[config.mk]
export PLATFORM = sky130hd
export DESIGN_NAME = forward_jerk_limited_velocity_filter_top
export DESIGN_NICKNAME = d
export VERILOG_FILES = /design/src/sv/fjvf_pkg.sv /design/src/sv/forward_jerk_limited_velocity_filter_top.sv /design/src/sv/fjvf_cfg_regs.sv /design/src/sv/fjvf_div.sv /design/src/sv/fjvf_datapath.sv /design/src/sv/fjvf_ctrl.sv
export SDC_FILE = /design/constraint.sdc
export NUM_CORES = 2
export LEC_CHECK = 0
export BUFFER_PORTS_ARGS = -buffer_cell sky130_fd_sc_hd__buf_2
export CAP_MARGIN = 30
export CORE_ASPECT_RATIO = 1.1
export CORE_MARGIN = 1.5
export CORE_UTILIZATION = 52
export CTS_BUF_LIST = sky130_fd_sc_hd__clkbuf_16
export DETAILED_ROUTE_END_ITERATION = 10
export PLACE_DENSITY = 0.69
export SETUP_SLACK_MARGIN = 0.4
export SLEW_MARGIN = 20
export SYNTH_ARGS = -nofsm -noshare
export SYNTH_HDL_FRONTEND = slang
export SYNTH_SLANG_ARGS = --single-unit
[constraint.sdc]
create_clock -name clk_i -period 22.7 [get_ports clk_i]
set_clock_uncertainty 0.2 [all_clocks]
set_input_delay 3.405 -clock clk_i [delete_from_list [all_inputs] [get_ports clk_i]]
set_output_delay 3.405 -clock clk_i [all_outputs]
set_load 0.005 [all_outputs]
[src/sv/fjvf_pkg.sv]
package fjvf_pkg;

  // Field widths fixed by the interface.
  localparam int unsigned DataW = 24;
  localparam int unsigned GainW = 16;
  localparam int unsigned CfgIdxW = 3;

  // Default number of fraction bits (Q12.12).
  localparam int unsigned FracBitsDefault = 12;

  // Saturation bounds of a 24-bit signed result.
  localparam logic signed [DataW-1:0] Max24 = 24'sh7FFFFF;
  localparam logic signed [DataW-1:0] Min24 = 24'sh800000;

  // Register reset values.
  localparam logic signed [DataW-1:0] AccUpperRst = 24'sd4096;
  localparam logic signed [DataW-1:0] AccLowerRst = -24'sd4096;
  localparam logic signed [DataW-1:0] JerkUpperRst = 24'sd1229;
  localparam logic signed [DataW-1:0] JerkLowerRst = -24'sd1229;
  localparam logic [GainW-1:0] GainRst = 16'd77;

  // Configuration register indexes.
  typedef enum logic [CfgIdxW-1:0] {
    CFG_ACC_UPPER  = 3'd0,
    CFG_ACC_LOWER  = 3'd1,
    CFG_JERK_UPPER = 3'd2,
    CFG_JERK_LOWER = 3'd3,
    CFG_GAIN       = 3'd4
  } cfg_idx_e;

  // Input item kinds.
  localparam logic KindStart = 1'b0;
  localparam logic KindPoint = 1'b1;

  typedef struct packed {
    logic signed [DataW-1:0] acc_upper;
    logic signed [DataW-1:0] acc_lower;
    logic signed [DataW-1:0] jerk_upper;
    logic signed [DataW-1:0] jerk_lower;
    logic [GainW-1:0]        gain;
  } cfg_t;

  typedef enum logic [3:0] {
    ST_IDLE,
    ST_DT_START,
    ST_DT_WAIT,
    ST_MUL_V,
    ST_VEL,
    ST_HOLD,
    ST_MUL_G,
    ST_LIM,
    ST_JERK_START,
    ST_JERK_WAIT,
    ST_MUL_J,
    ST_ACC,
    ST_OUT
  } state_e;

  typedef enum logic {
    DIV_DT,
    DIV_JERK
  } div_sel_e;

  typedef enum logic [1:0] {
    MUL_AV,
    MUL_GAIN,
    MUL_JD
  } mul_sel_e;

  typedef struct packed {
    logic     load_in;
    logic     load_init;
    logic     div_start;
    div_sel_e div_sel;
    logic     mul_en;
    mul_sel_e mul_sel;
    logic     cap_dt;
    logic     cap_nv;
    logic     cap_lim;
    logic     cap_jerk;
    logic     cap_acc;
    logic     commit_vel;
    logic     load_out;
  } cmd_t;

  typedef struct packed {
    logic div_done;
    logic dt_zero;
  } sts_t;

endpackage

[src/sv/forward_jerk_limited_velocity_filter_top.sv]
// Channel   Direction  Handshake               Payload
// in        input      in_valid_i / in_ready_o  kind_i, seg_dist_i, ref_vel_i, init_vel_i,
//                                               init_acc_i
// out       output     out_valid_o / out_ready_i out_vel_o, out_acc_o
// cfg       input      cfg_we_i (no wait)       cfg_index_i, cfg_wdata_i
//
// A point item's processing time is set by the shared two-bit-per-cycle divider, which
// runs for the time step and for the jerk (its width grows with FRAC_BITS, Q12.12 by
// default); with a zero time step the jerk is skipped and the acceleration kept. A start
// item's initial values go to the output in ST_OUT; the input is ready again as they load.
// One item is in work at a time; a new item is accepted while a result waits for
// out_ready_i. Asynchronous active-low reset restores the defaults and zeroes the state.
module forward_jerk_limited_velocity_filter_top #(
  parameter int unsigned FRAC_BITS = fjvf_pkg::FracBitsDefault
) (
  input  logic                              clk_i,
  input  logic                              rst_ni,
  input  logic                              cfg_we_i,
  input  logic [fjvf_pkg::CfgIdxW-1:0]      cfg_index_i,
  input  logic [fjvf_pkg::DataW-1:0]        cfg_wdata_i,
  input  logic                              in_valid_i,
  output logic                              in_ready_o,
  input  logic                              kind_i,
  input  logic [fjvf_pkg::DataW-1:0]        seg_dist_i,
  input  logic signed [fjvf_pkg::DataW-1:0] ref_vel_i,
  input  logic signed [fjvf_pkg::DataW-1:0] init_vel_i,
  input  logic signed [fjvf_pkg::DataW-1:0] init_acc_i,
  output logic                              out_valid_o,
  input  logic                              out_ready_i,
  output logic signed [fjvf_pkg::DataW-1:0] out_vel_o,
  output logic signed [fjvf_pkg::DataW-1:0] out_acc_o
);

  fjvf_pkg::cfg_t cfg;
  fjvf_pkg::cmd_t cmd;
  fjvf_pkg::sts_t sts;

  // Configuration registers.
  fjvf_cfg_regs u_cfg (
    .clk_i,
    .rst_ni,
    .cfg_we_i,
    .cfg_index_i,
    .cfg_wdata_i,
    .cfg_o(cfg)
  );

  // Sequencer for the per-point computation.
  fjvf_ctrl u_ctrl (
    .clk_i,
    .rst_ni,
    .in_valid_i,
    .in_ready_o,
    .kind_i,
    .out_valid_o,
    .out_ready_i,
    .sts_i(sts),
    .cmd_o(cmd)
  );

  // Arithmetic, state and output registers.
  fjvf_datapath #(
    .FRAC_BITS(FRAC_BITS)
  ) u_dp (
    .clk_i,
    .rst_ni,
    .cmd_i(cmd),
    .sts_o(sts),
    .cfg_i(cfg),
    .seg_dist_i,
    .ref_vel_i,
    .init_vel_i,
    .init_acc_i,
    .out_vel_o,
    .out_acc_o
  );

endmodule

[src/sv/fjvf_cfg_regs.sv]
module fjvf_cfg_regs (
  input  logic                                clk_i,
  input  logic                                rst_ni,
  input  logic                                cfg_we_i,
  input  logic [fjvf_pkg::CfgIdxW-1:0]        cfg_index_i,
  input  logic [fjvf_pkg::DataW-1:0]          cfg_wdata_i,
  output fjvf_pkg::cfg_t                      cfg_o
);

  fjvf_pkg::cfg_t cfg_q, cfg_d;

  // Decode the register index; unknown indexes are dropped.
  always_comb begin
    cfg_d = cfg_q;
    if (cfg_we_i) begin
      unique case (cfg_index_i)
        fjvf_pkg::CFG_ACC_UPPER:  cfg_d.acc_upper = cfg_wdata_i;
        fjvf_pkg::CFG_ACC_LOWER:  cfg_d.acc_lower = cfg_wdata_i;
        fjvf_pkg::CFG_JERK_UPPER: cfg_d.jerk_upper = cfg_wdata_i;
        fjvf_pkg::CFG_JERK_LOWER: cfg_d.jerk_lower = cfg_wdata_i;
        fjvf_pkg::CFG_GAIN:       cfg_d.gain = cfg_wdata_i[fjvf_pkg::GainW-1:0];
        default:                  cfg_d = cfg_q;
      endcase
    end
  end

  always_ff @(posedge clk_i or negedge rst_ni) begin
    if (!rst_ni) begin
      cfg_q.acc_upper  <= fjvf_pkg::AccUpperRst;
      cfg_q.acc_lower  <= fjvf_pkg::AccLowerRst;
      cfg_q.jerk_upper <= fjvf_pkg::JerkUpperRst;
      cfg_q.jerk_lower <= fjvf_pkg::JerkLowerRst;
      cfg_q.gain       <= fjvf_pkg::GainRst;
    end else begin
      cfg_q <= cfg_d;
    end
  end

  assign cfg_o = cfg_q;

endmodule

[src/sv/fjvf_div.sv]
module fjvf_div #(
  parameter int unsigned DIV_W = 38
) (
  input  logic                       clk_i,
  input  logic                       rst_ni,
  input  logic                       start_i,
  input  logic [DIV_W-1:0]           dividend_i,
  input  logic [fjvf_pkg::DataW-1:0] divisor_i,
  output logic                       done_o,
  output logic [DIV_W-1:0]           quot_o
);

  localparam int unsigned DataW = fjvf_pkg::DataW;
  // Two quotient bits are produced per cycle, so DIV_W must be even.
  localparam int unsigned Steps = DIV_W / 2;
  localparam int unsigned CntW = (Steps > 1) ? $clog2(Steps) : 1;

  logic [DIV_W-1:0] shreg_q, shreg_d;
  logic [DataW-1:0] rem_q, rem_d;
  logic [DataW-1:0] dsor_q;
  logic [CntW-1:0]  cnt_q, cnt_d;
  logic             busy_q, busy_d;
  logic             done_q, done_d;
  logic [DataW:0]   step1, step2;

  // One restoring step: shift in a dividend bit, subtract when it fits.
  function automatic logic [DataW:0] div_step(input logic [DataW-1:0] rem,
                                              input logic bit_in,
                                              input logic [DataW-1:0] dsor);
    logic [DataW:0] trial;
    trial = {rem, bit_in};
    if (trial >= {1'b0, dsor}) begin
      div_step = {1'b1, DataW'(trial - {1'b0, dsor})};
    end else begin
      div_step = {1'b0, trial[DataW-1:0]};
    end
  endfunction

  // Two dependent steps per cycle; quotient bits shift in at the bottom.
  always_comb begin
    step1 = div_step(rem_q, shreg_q[DIV_W-1], dsor_q);
    step2 = div_step(step1[DataW-1:0], shreg_q[DIV_W-2], dsor_q);
    shreg_d = shreg_q;
    rem_d = rem_q;
    cnt_d = cnt_q;
    busy_d = busy_q;
    done_d = 1'b0;
    if (start_i) begin
      shreg_d = dividend_i;
      rem_d = '0;
      cnt_d = '0;
      busy_d = 1'b1;
    end else if (busy_q) begin
      shreg_d = {shreg_q[DIV_W-3:0], step1[DataW], step2[DataW]};
      rem_d = step2[DataW-1:0];
      cnt_d = cnt_q + 1'b1;
      if (cnt_q == CntW'(Steps - 1)) begin
        busy_d = 1'b0;
        done_d = 1'b1;
      end
    end
  end

  always_ff @(posedge clk_i or negedge rst_ni) begin
    if (!rst_ni) begin
      cnt_q  <= '0;
      busy_q <= 1'b0;
      done_q <= 1'b0;
    end else begin
      cnt_q  <= cnt_d;
      busy_q <= busy_d;
      done_q <= done_d;
    end
  end

  always_ff @(posedge clk_i) begin
    shreg_q <= shreg_d;
    rem_q <= rem_d;
    if (start_i) begin
      dsor_q <= divisor_i;
    end
  end

  assign done_o = done_q;
  assign quot_o = shreg_q;

endmodule

[src/sv/fjvf_datapath.sv]
module fjvf_datapath #(
  parameter int unsigned FRAC_BITS = fjvf_pkg::FracBitsDefault
) (
  input  logic                              clk_i,
  input  logic                              rst_ni,
  input  fjvf_pkg::cmd_t                    cmd_i,
  output fjvf_pkg::sts_t                    sts_o,
  input  fjvf_pkg::cfg_t                    cfg_i,
  input  logic [fjvf_pkg::DataW-1:0]        seg_dist_i,
  input  logic signed [fjvf_pkg::DataW-1:0] ref_vel_i,
  input  logic signed [fjvf_pkg::DataW-1:0] init_vel_i,
  input  logic signed [fjvf_pkg::DataW-1:0] init_acc_i,
  output logic signed [fjvf_pkg::DataW-1:0] out_vel_o,
  output logic signed [fjvf_pkg::DataW-1:0] out_acc_o
);

  localparam int unsigned DataW = fjvf_pkg::DataW;
  localparam int unsigned MulW = DataW + 1;
  localparam int unsigned ProdW = 2 * MulW;
  localparam int unsigned SumW = ProdW + 1;
  // Jerk dividend magnitude reaches 2^(DataW+FRAC_BITS); pad to even width.
  localparam int unsigned DivRaw = DataW + 1 + FRAC_BITS;
  localparam int unsigned DivW = DivRaw + (DivRaw % 2);
  localparam logic signed [DataW-1:0] One = DataW'(64'd1 << FRAC_BITS);

  // Filter state and per-point working registers.
  logic signed [DataW-1:0] vel_q, acc_q;
  logic [DataW-1:0]        ds_q, dt_q;
  logic signed [DataW-1:0] ref_q, nv_q, lim_q, jerk_q;
  logic signed [DataW-1:0] out_vel_q, out_acc_q;
  logic signed [ProdW-1:0] prod_q;
  logic                    neg_q;

  logic [DivW-1:0]         div_dividend, div_quot;
  logic [DataW-1:0]        div_divisor, vel_div;
  logic                    div_done;
  logic signed [DataW:0]   diff;
  logic [DataW:0]          mag;
  logic signed [MulW-1:0]  mul_a, mul_b;
  logic signed [SumW-1:0]  nv_sum, na_sum;
  logic signed [ProdW-1:0] fb, fb_hi, lim_t;
  logic signed [DivW:0]    jerk_full, jerk_hi, jerk_t;
  logic signed [DataW-1:0] nv_new, na_new;

  function automatic logic signed [DataW-1:0] sat24(input logic signed [SumW-1:0] x);
    if (x > SumW'(fjvf_pkg::Max24)) begin
      sat24 = fjvf_pkg::Max24;
    end else if (x < SumW'(fjvf_pkg::Min24)) begin
      sat24 = fjvf_pkg::Min24;
    end else begin
      sat24 = x[DataW-1:0];
    end
  endfunction

  // Divider operand selection: time step first, then jerk magnitude.
  always_comb begin
    vel_div = (vel_q > One) ? vel_q : One;
    diff = $signed({lim_q[DataW-1], lim_q}) - $signed({acc_q[DataW-1], acc_q});
    mag = diff[DataW] ? (DataW + 1)'(-diff) : diff;
    if (cmd_i.div_sel == fjvf_pkg::DIV_DT) begin
      div_dividend = DivW'({ds_q, {FRAC_BITS{1'b0}}});
      div_divisor = vel_div;
    end else begin
      div_dividend = DivW'({mag, {FRAC_BITS{1'b0}}});
      div_divisor = dt_q;
    end
  end

  fjvf_div #(
    .DIV_W(DivW)
  ) u_div (
    .clk_i,
    .rst_ni,
    .start_i   (cmd_i.div_start),
    .dividend_i(div_dividend),
    .divisor_i (div_divisor),
    .done_o    (div_done),
    .quot_o    (div_quot)
  );

  // Shared multiplier operands.
  always_comb begin
    unique case (cmd_i.mul_sel)
      fjvf_pkg::MUL_AV: begin
        mul_a = {acc_q[DataW-1], acc_q};
        mul_b = {1'b0, dt_q};
      end
      fjvf_pkg::MUL_GAIN: begin
        mul_a = {(MulW - fjvf_pkg::GainW)'(0), cfg_i.gain};
        mul_b = $signed({ref_q[DataW-1], ref_q}) - $signed({nv_q[DataW-1], nv_q});
      end
      fjvf_pkg::MUL_JD: begin
        mul_a = {jerk_q[DataW-1], jerk_q};
        mul_b = {1'b0, dt_q};
      end
      default: begin
        mul_a = '0;
        mul_b = '0;
      end
    endcase
  end

  // Velocity update, feedback limit, jerk limit and acceleration update.
  always_comb begin
    nv_sum = SumW'(vel_q) + SumW'(prod_q >>> FRAC_BITS);
    if (nv_sum < 0) begin
      nv_new = '0;
    end else begin
      nv_new = sat24(nv_sum);
    end

    fb = prod_q >>> 8;
    fb_hi = (fb > ProdW'(cfg_i.acc_upper)) ? ProdW'(cfg_i.acc_upper) : fb;
    lim_t = (fb_hi < ProdW'(cfg_i.acc_lower)) ? ProdW'(cfg_i.acc_lower) : fb_hi;

    jerk_full = neg_q ? -$signed({1'b0, div_quot}) : $signed({1'b0, div_quot});
    jerk_hi = (jerk_full > (DivW + 1)'(cfg_i.jerk_upper)) ?
              (DivW + 1)'(cfg_i.jerk_upper) : jerk_full;
    jerk_t = (jerk_hi < (DivW + 1)'(cfg_i.jerk_lower)) ?
             (DivW + 1)'(cfg_i.jerk_lower) : jerk_hi;

    na_sum = SumW'(acc_q) + SumW'(prod_q >>> FRAC_BITS);
    na_new = sat24(na_sum);
  end

  // The filter state resets to zero.
  always_ff @(posedge clk_i or negedge rst_ni) begin
    if (!rst_ni) begin
      vel_q <= '0;
      acc_q <= '0;
    end else begin
      if (cmd_i.load_init) begin
        vel_q <= init_vel_i;
        acc_q <= init_acc_i;
      end
      if (cmd_i.commit_vel) begin
        vel_q <= nv_q;
      end
      if (cmd_i.cap_acc) begin
        acc_q <= na_new;
      end
    end
  end

  // Working registers.
  always_ff @(posedge clk_i) begin
    if (cmd_i.load_in) begin
      ds_q <= seg_dist_i;
      ref_q <= ref_vel_i;
    end
    if (cmd_i.div_start) begin
      neg_q <= diff[DataW];
    end
    if (cmd_i.cap_dt) begin
      dt_q <= div_quot[DataW-1:0];
    end
    if (cmd_i.mul_en) begin
      prod_q <= mul_a * mul_b;
    end
    if (cmd_i.cap_nv) begin
      nv_q <= nv_new;
    end
    if (cmd_i.cap_lim) begin
      lim_q <= lim_t[DataW-1:0];
    end
    if (cmd_i.cap_jerk) begin
      jerk_q <= jerk_t[DataW-1:0];
    end
    if (cmd_i.load_out) begin
      out_vel_q <= vel_q;
      out_acc_q <= acc_q;
    end
  end

  assign sts_o.div_done = div_done;
  assign sts_o.dt_zero = (dt_q == '0);
  assign out_vel_o = out_vel_q;
  assign out_acc_o = out_acc_q;

endmodule

[src/sv/fjvf_ctrl.sv]
module fjvf_ctrl (
  input  logic           clk_i,
  input  logic           rst_ni,
  input  logic           in_valid_i,
  output logic           in_ready_o,
  input  logic           kind_i,
  output logic           out_valid_o,
  input  logic           out_ready_i,
  input  fjvf_pkg::sts_t sts_i,
  output fjvf_pkg::cmd_t cmd_o
);

  fjvf_pkg::state_e state_q, state_d;
  logic             out_valid_q, out_valid_d;
  logic             in_xfer, slot_free;

  assign in_xfer = in_valid_i && (state_q == fjvf_pkg::ST_IDLE);
  assign slot_free = !out_valid_q || out_ready_i;

  // Next-state logic.
  always_comb begin
    state_d = state_q;
    unique case (state_q)
      fjvf_pkg::ST_IDLE: begin
        if (in_xfer) begin
          state_d = (kind_i == fjvf_pkg::KindStart) ? fjvf_pkg::ST_OUT
                                                   : fjvf_pkg::ST_DT_START;
        end
      end
      fjvf_pkg::ST_DT_START:   state_d = fjvf_pkg::ST_DT_WAIT;
      fjvf_pkg::ST_DT_WAIT: begin
        if (sts_i.div_done) begin
          state_d = fjvf_pkg::ST_MUL_V;
        end
      end
      fjvf_pkg::ST_MUL_V:      state_d = fjvf_pkg::ST_VEL;
      fjvf_pkg::ST_VEL: begin
        state_d = sts_i.dt_zero ? fjvf_pkg::ST_HOLD : fjvf_pkg::ST_MUL_G;
      end
      fjvf_pkg::ST_HOLD:       state_d = fjvf_pkg::ST_OUT;
      fjvf_pkg::ST_MUL_G:      state_d = fjvf_pkg::ST_LIM;
      fjvf_pkg::ST_LIM:        state_d = fjvf_pkg::ST_JERK_START;
      fjvf_pkg::ST_JERK_START: state_d = fjvf_pkg::ST_JERK_WAIT;
      fjvf_pkg::ST_JERK_WAIT: begin
        if (sts_i.div_done) begin
          state_d = fjvf_pkg::ST_MUL_J;
        end
      end
      fjvf_pkg::ST_MUL_J:      state_d = fjvf_pkg::ST_ACC;
      fjvf_pkg::ST_ACC:        state_d = fjvf_pkg::ST_OUT;
      fjvf_pkg::ST_OUT: begin
        if (slot_free) begin
          state_d = fjvf_pkg::ST_IDLE;
        end
      end
      default:                 state_d = fjvf_pkg::ST_IDLE;
    endcase
  end

  // Command outputs.
  always_comb begin
    cmd_o = '0;
    cmd_o.div_sel = fjvf_pkg::DIV_DT;
    cmd_o.mul_sel = fjvf_pkg::MUL_AV;
    unique case (state_q)
      fjvf_pkg::ST_IDLE: begin
        cmd_o.load_in = in_xfer;
        cmd_o.load_init = in_xfer && (kind_i == fjvf_pkg::KindStart);
      end
      fjvf_pkg::ST_DT_START: begin
        cmd_o.div_start = 1'b1;
      end
      fjvf_pkg::ST_DT_WAIT: begin
        cmd_o.cap_dt = sts_i.div_done;
      end
      fjvf_pkg::ST_MUL_V: begin
        cmd_o.mul_en = 1'b1;
      end
      fjvf_pkg::ST_VEL: begin
        cmd_o.cap_nv = 1'b1;
      end
      fjvf_pkg::ST_HOLD: begin
        cmd_o.commit_vel = 1'b1;
      end
      fjvf_pkg::ST_MUL_G: begin
        cmd_o.mul_en = 1'b1;
        cmd_o.mul_sel = fjvf_pkg::MUL_GAIN;
      end
      fjvf_pkg::ST_LIM: begin
        cmd_o.cap_lim = 1'b1;
      end
      fjvf_pkg::ST_JERK_START: begin
        cmd_o.div_start = 1'b1;
        cmd_o.div_sel = fjvf_pkg::DIV_JERK;
      end
      fjvf_pkg::ST_JERK_WAIT: begin
        cmd_o.div_sel = fjvf_pkg::DIV_JERK;
        cmd_o.cap_jerk = sts_i.div_done;
      end
      fjvf_pkg::ST_MUL_J: begin
        cmd_o.mul_en = 1'b1;
        cmd_o.mul_sel = fjvf_pkg::MUL_JD;
      end
      fjvf_pkg::ST_ACC: begin
        cmd_o.cap_acc = 1'b1;
        cmd_o.commit_vel = 1'b1;
      end
      fjvf_pkg::ST_OUT: begin
        cmd_o.load_out = slot_free;
      end
      default: begin
        cmd_o = '0;
      end
    endcase
  end

  // Output register valid: set when a result is loaded, cleared on transfer.
  always_comb begin
    out_valid_d = out_valid_q;
    if (out_valid_q && out_ready_i) begin
      out_valid_d = 1'b0;
    end
    if (state_q == fjvf_pkg::ST_OUT && slot_free) begin
      out_valid_d = 1'b1;
    end
  end

  always_ff @(posedge clk_i or negedge rst_ni) begin
    if (!rst_ni) begin
      state_q <= fjvf_pkg::ST_IDLE;
      out_valid_q <= 1'b0;
    end else begin
      state_q <= state_d;
      out_valid_q <= out_valid_d;
    end
  end

  assign in_ready_o = (state_q == fjvf_pkg::ST_IDLE);
  assign out_valid_o = out_valid_q;

endmodule

==> flow_metrics.py <==
metrics = {
    "worst_setup_path": {
        "crit_family": "adder cells",
        "cpMaxStageDelayCell": "fa_1",
        "r2r_cells": 35,
        "cp_num_buf_inv": 3,
        "critPathLaunchType": "register",
        "worst-path-stages": 35,
        "cp.arrival_ps": 10870,
        "end_kind": "register",
        "rrSetupSlack_ps": 12040,
        "crit_top_cell": "fa_1",
        "critPathKind": "reg2reg",
        "critPathRequiredTime_ps": 22920,
        "critical-path-max-stage-delay_ps": 560,
        "worstPathMaxFanout": 16,
    },
    "grt": {
        "grt_usage_pct": 33.3,
        "grt_overflow": 0,
        "grt_first_pass_wirelength_mm": 279,
        "grt_pass1_vias": 46000,
        "grt_max_degree": 65,
        "antenna_found_initial": 17,
    },
    "finish": {
        "drive_above_1_share_pct": 10.4,
        "syn2layout_area_growth_pct": 8.40,
        "num-nets-final": 7514,
        "largest_reg_flops": 112,
        "fin_cells": 7733,
        "fillerInstances": 9779,
    },
    "placed_design": {
        "dpl.cell_count": 7626,
        "place_congestion": 1.02,
        "io_buffers": 178,
        "hpwl_mm": 147,
    },
    "clock_network": {
        "cts_tree": "done",
        "cts_max_path_buffers": 3,
        "post-cts-setup-buffers": 0,
        "cts_inserted_buffers": 54,
        "cts_resized": 0,
        "clockRootBuffer": "clkbuf_16",
        "path_clk_slew_ps": 70,
        "cts_hold_buf": 0,
        "clk_latency_ps": 670,
        "ctsHtreeMaxLevel": 2,
        "cts.sinks": 493,
    },
    "run": {
        "cap_viol_max_count": 0,
    },
    "routing": {
        "drc": 0,
        "wl_per_cell_um": 23.8,
        "num_vias": 46800,
        "drt_iter0_markers": 4623,
        "wirelength_mm": 184,
        "ant_nets": 0,
        "firstDrtPassIters": 7,
        "viasPerCell": 6.06,
    },
    "synthesis": {
        "yosysWarnings": 0,
        "ys_types": 105,
        "syn-num-nets": 7393,
        "synth_top_area_share_pct": 22.8,
        "synth_most_common_cell": "inv_1",
        "yosysTopAreaCell": "fa_1",
        "syn_avg_cell_area_um2": 9.25,
        "synth_seq_area_share_pct": 24.2,
        "async_reset_ff_share_pct": 34.9,
        "synthTopCellsByCount": "inv_1 (905), nand2_1 (750), fa_1 (648), ha_1 (472), nor2_1 (416)",
        "ys_ff_latch": 493,
        "synthesis.area_um2": 56800,
        "synthTopCellsByArea": "fa_1 (23%), edfxtp_1 (16%), ha_1 (10%)",
        "synth_enable_flop_cells": 297,
        "syn-instance-count": 6144,
        "synthFlopType": "edfxtp_1",
    },
    "timing": {
        "finalSetupTns_ps": 0,
        "setup_viol": 0,
        "timing.slew.headroom_pct": 25.9,
        "finalMaxSlewViolations": 0,
        "hold_slack_ps": 305,
        "fin_crit_sh_pct": 47.0,
        "hold_violations": 0,
        "max_freq_mhz": 93.8,
        "tightest_slew_ps": 1110,
        "rsz0062_at_grt": "no",
        "period_needed_ps": 10660,
    },
    "floorplanning": {
        "die_area_um2": 111000,
        "core-area_um2": 109000,
        "fp.dieW_um": 318,
        "pin_count": 179,
        "start_util_pct": 52.3,
        "die_h_um": 350,
        "rows": 127,
    },
    "min_path": {
        "hp-class": "reg2reg",
        "hold_path_depth": 1,
    },
    "outcome": {
        "status": "finished, final reports clean",
    },
}
## cells in the final DEF, fill, tap and decap left out, drive strengths merged, types with 17 or more instances in the layout
master	synthesis	routed
o31ai	33	33
xnor2	159	159
o22ai	48	48
inv	905	926
a221o	20	20
buf	43	307
a22o	33	33
nand3b	17	17
a211oi	26	26
nor4	30	30
and3	32	32
mux2i	33	33
dfxtp	24	24
xor2	79	79
ha	472	472
a21o	120	120
mux2	118	118
o211ai	24	24
dfstp	42	42
clkbuf	199	56
clkinv	2	19
nor2	417	417
a21oi	319	319
o21ai	387	387
fa	648	648
nand4	62	62
nand3	77	77
nand2	750	750
nor3	69	69
dfrtp	130	130
a221oi	22	22
edfxtp	297	297
nand2b	57	57
and2	80	80
or3	26	26
o21a	47	47
nor2b	48	48
o21bai	26	26
a31oi	41	41
o221ai	17	17
## routing by layer
metal	wire (µm)	global-route usage, %	up-vias	part of all wire (%)
li1	-	-	20900	-
met1	72400	43.8	23200	39
met2	82700	52.6	2256	45
met3	17800	6.61	515	9.7
met4	10800	16.3	12	5.9
met5	82	0	-	0.045
## stage by stage
step / setup WS (ps) / area [µm²] / util [%]
detailed placement: 12210 / 59800 / 55.0
global placement: 12310 / 59700 / 54.9
CTS: 12190 / 61600 / 56.7
floorplan: 13190 / 56800 / -
finish: 12040 / 61600 / 56.7
global route: 11540 / 61600 / 56.7
## area by class of cell
cell class	count	area (µm²)	area share, %
antenna	3	7.51	0.0122
clock buffer	56	1400	2.27
clock inverter	46	400	0.650
inverter	907	3400	5.52
multi-input combinational	4502	38900	63.2
sequential	493	13800	22.3
tap	1419	1780	2.88
timing repair buffer	307	1940	3.15
## worst reg2reg max path, delay by kind of cell, from the launching register on
kind            cells  cell delay (ps)
simple gates        6             1000
xor+xnor            1               80
buf+inv             3              620
flops               1              380
compound gates     15             3430
fa+ha+maj          10             4690
## path summary, 6_finish.rpt
| check | startpoint | to |
|---|---|---|
| setup / recovery | u_dp.nv_q[0] | u_dp.prod_q[49] |
| hold / removal | u_cfg.cfg_o[15] | u_cfg.cfg_o[15] |
| setup reg to reg | u_dp.nv_q[0] | u_dp.prod_q[49] |
| hold reg to reg | u_cfg.cfg_o[15] | u_cfg.cfg_o[15] |
| max in group asynchronous | rst_ni | u_dp.vel_q[5] |
| min in group asynchronous | rst_ni | u_dp.acc_q[15] |
## cell families (layout without fill, tap and decap cells)
family | after synthesis | in the layout | synth area share, %
AO/OA/AOI/OAI | 1276 | 1276 | 14.6
flip-flops | 493 | 493 | 24.2
adder cells (fa/ha/maj) | 1120 | 1120 | 33.2
AND/OR/NAND/NOR | 1716 | 1716 | 13.7
other | 1 | 4 | 0.00660
XOR/XNOR | 238 | 238 | 3.68
buffers and inverters | 1149 | 1316 | 7.69
multiplexers | 151 | 151 | 2.93
Power is left out: the tool's default activity adds up to more than one toggle a clock period on the data nets, which glitch-free logic cannot reach.
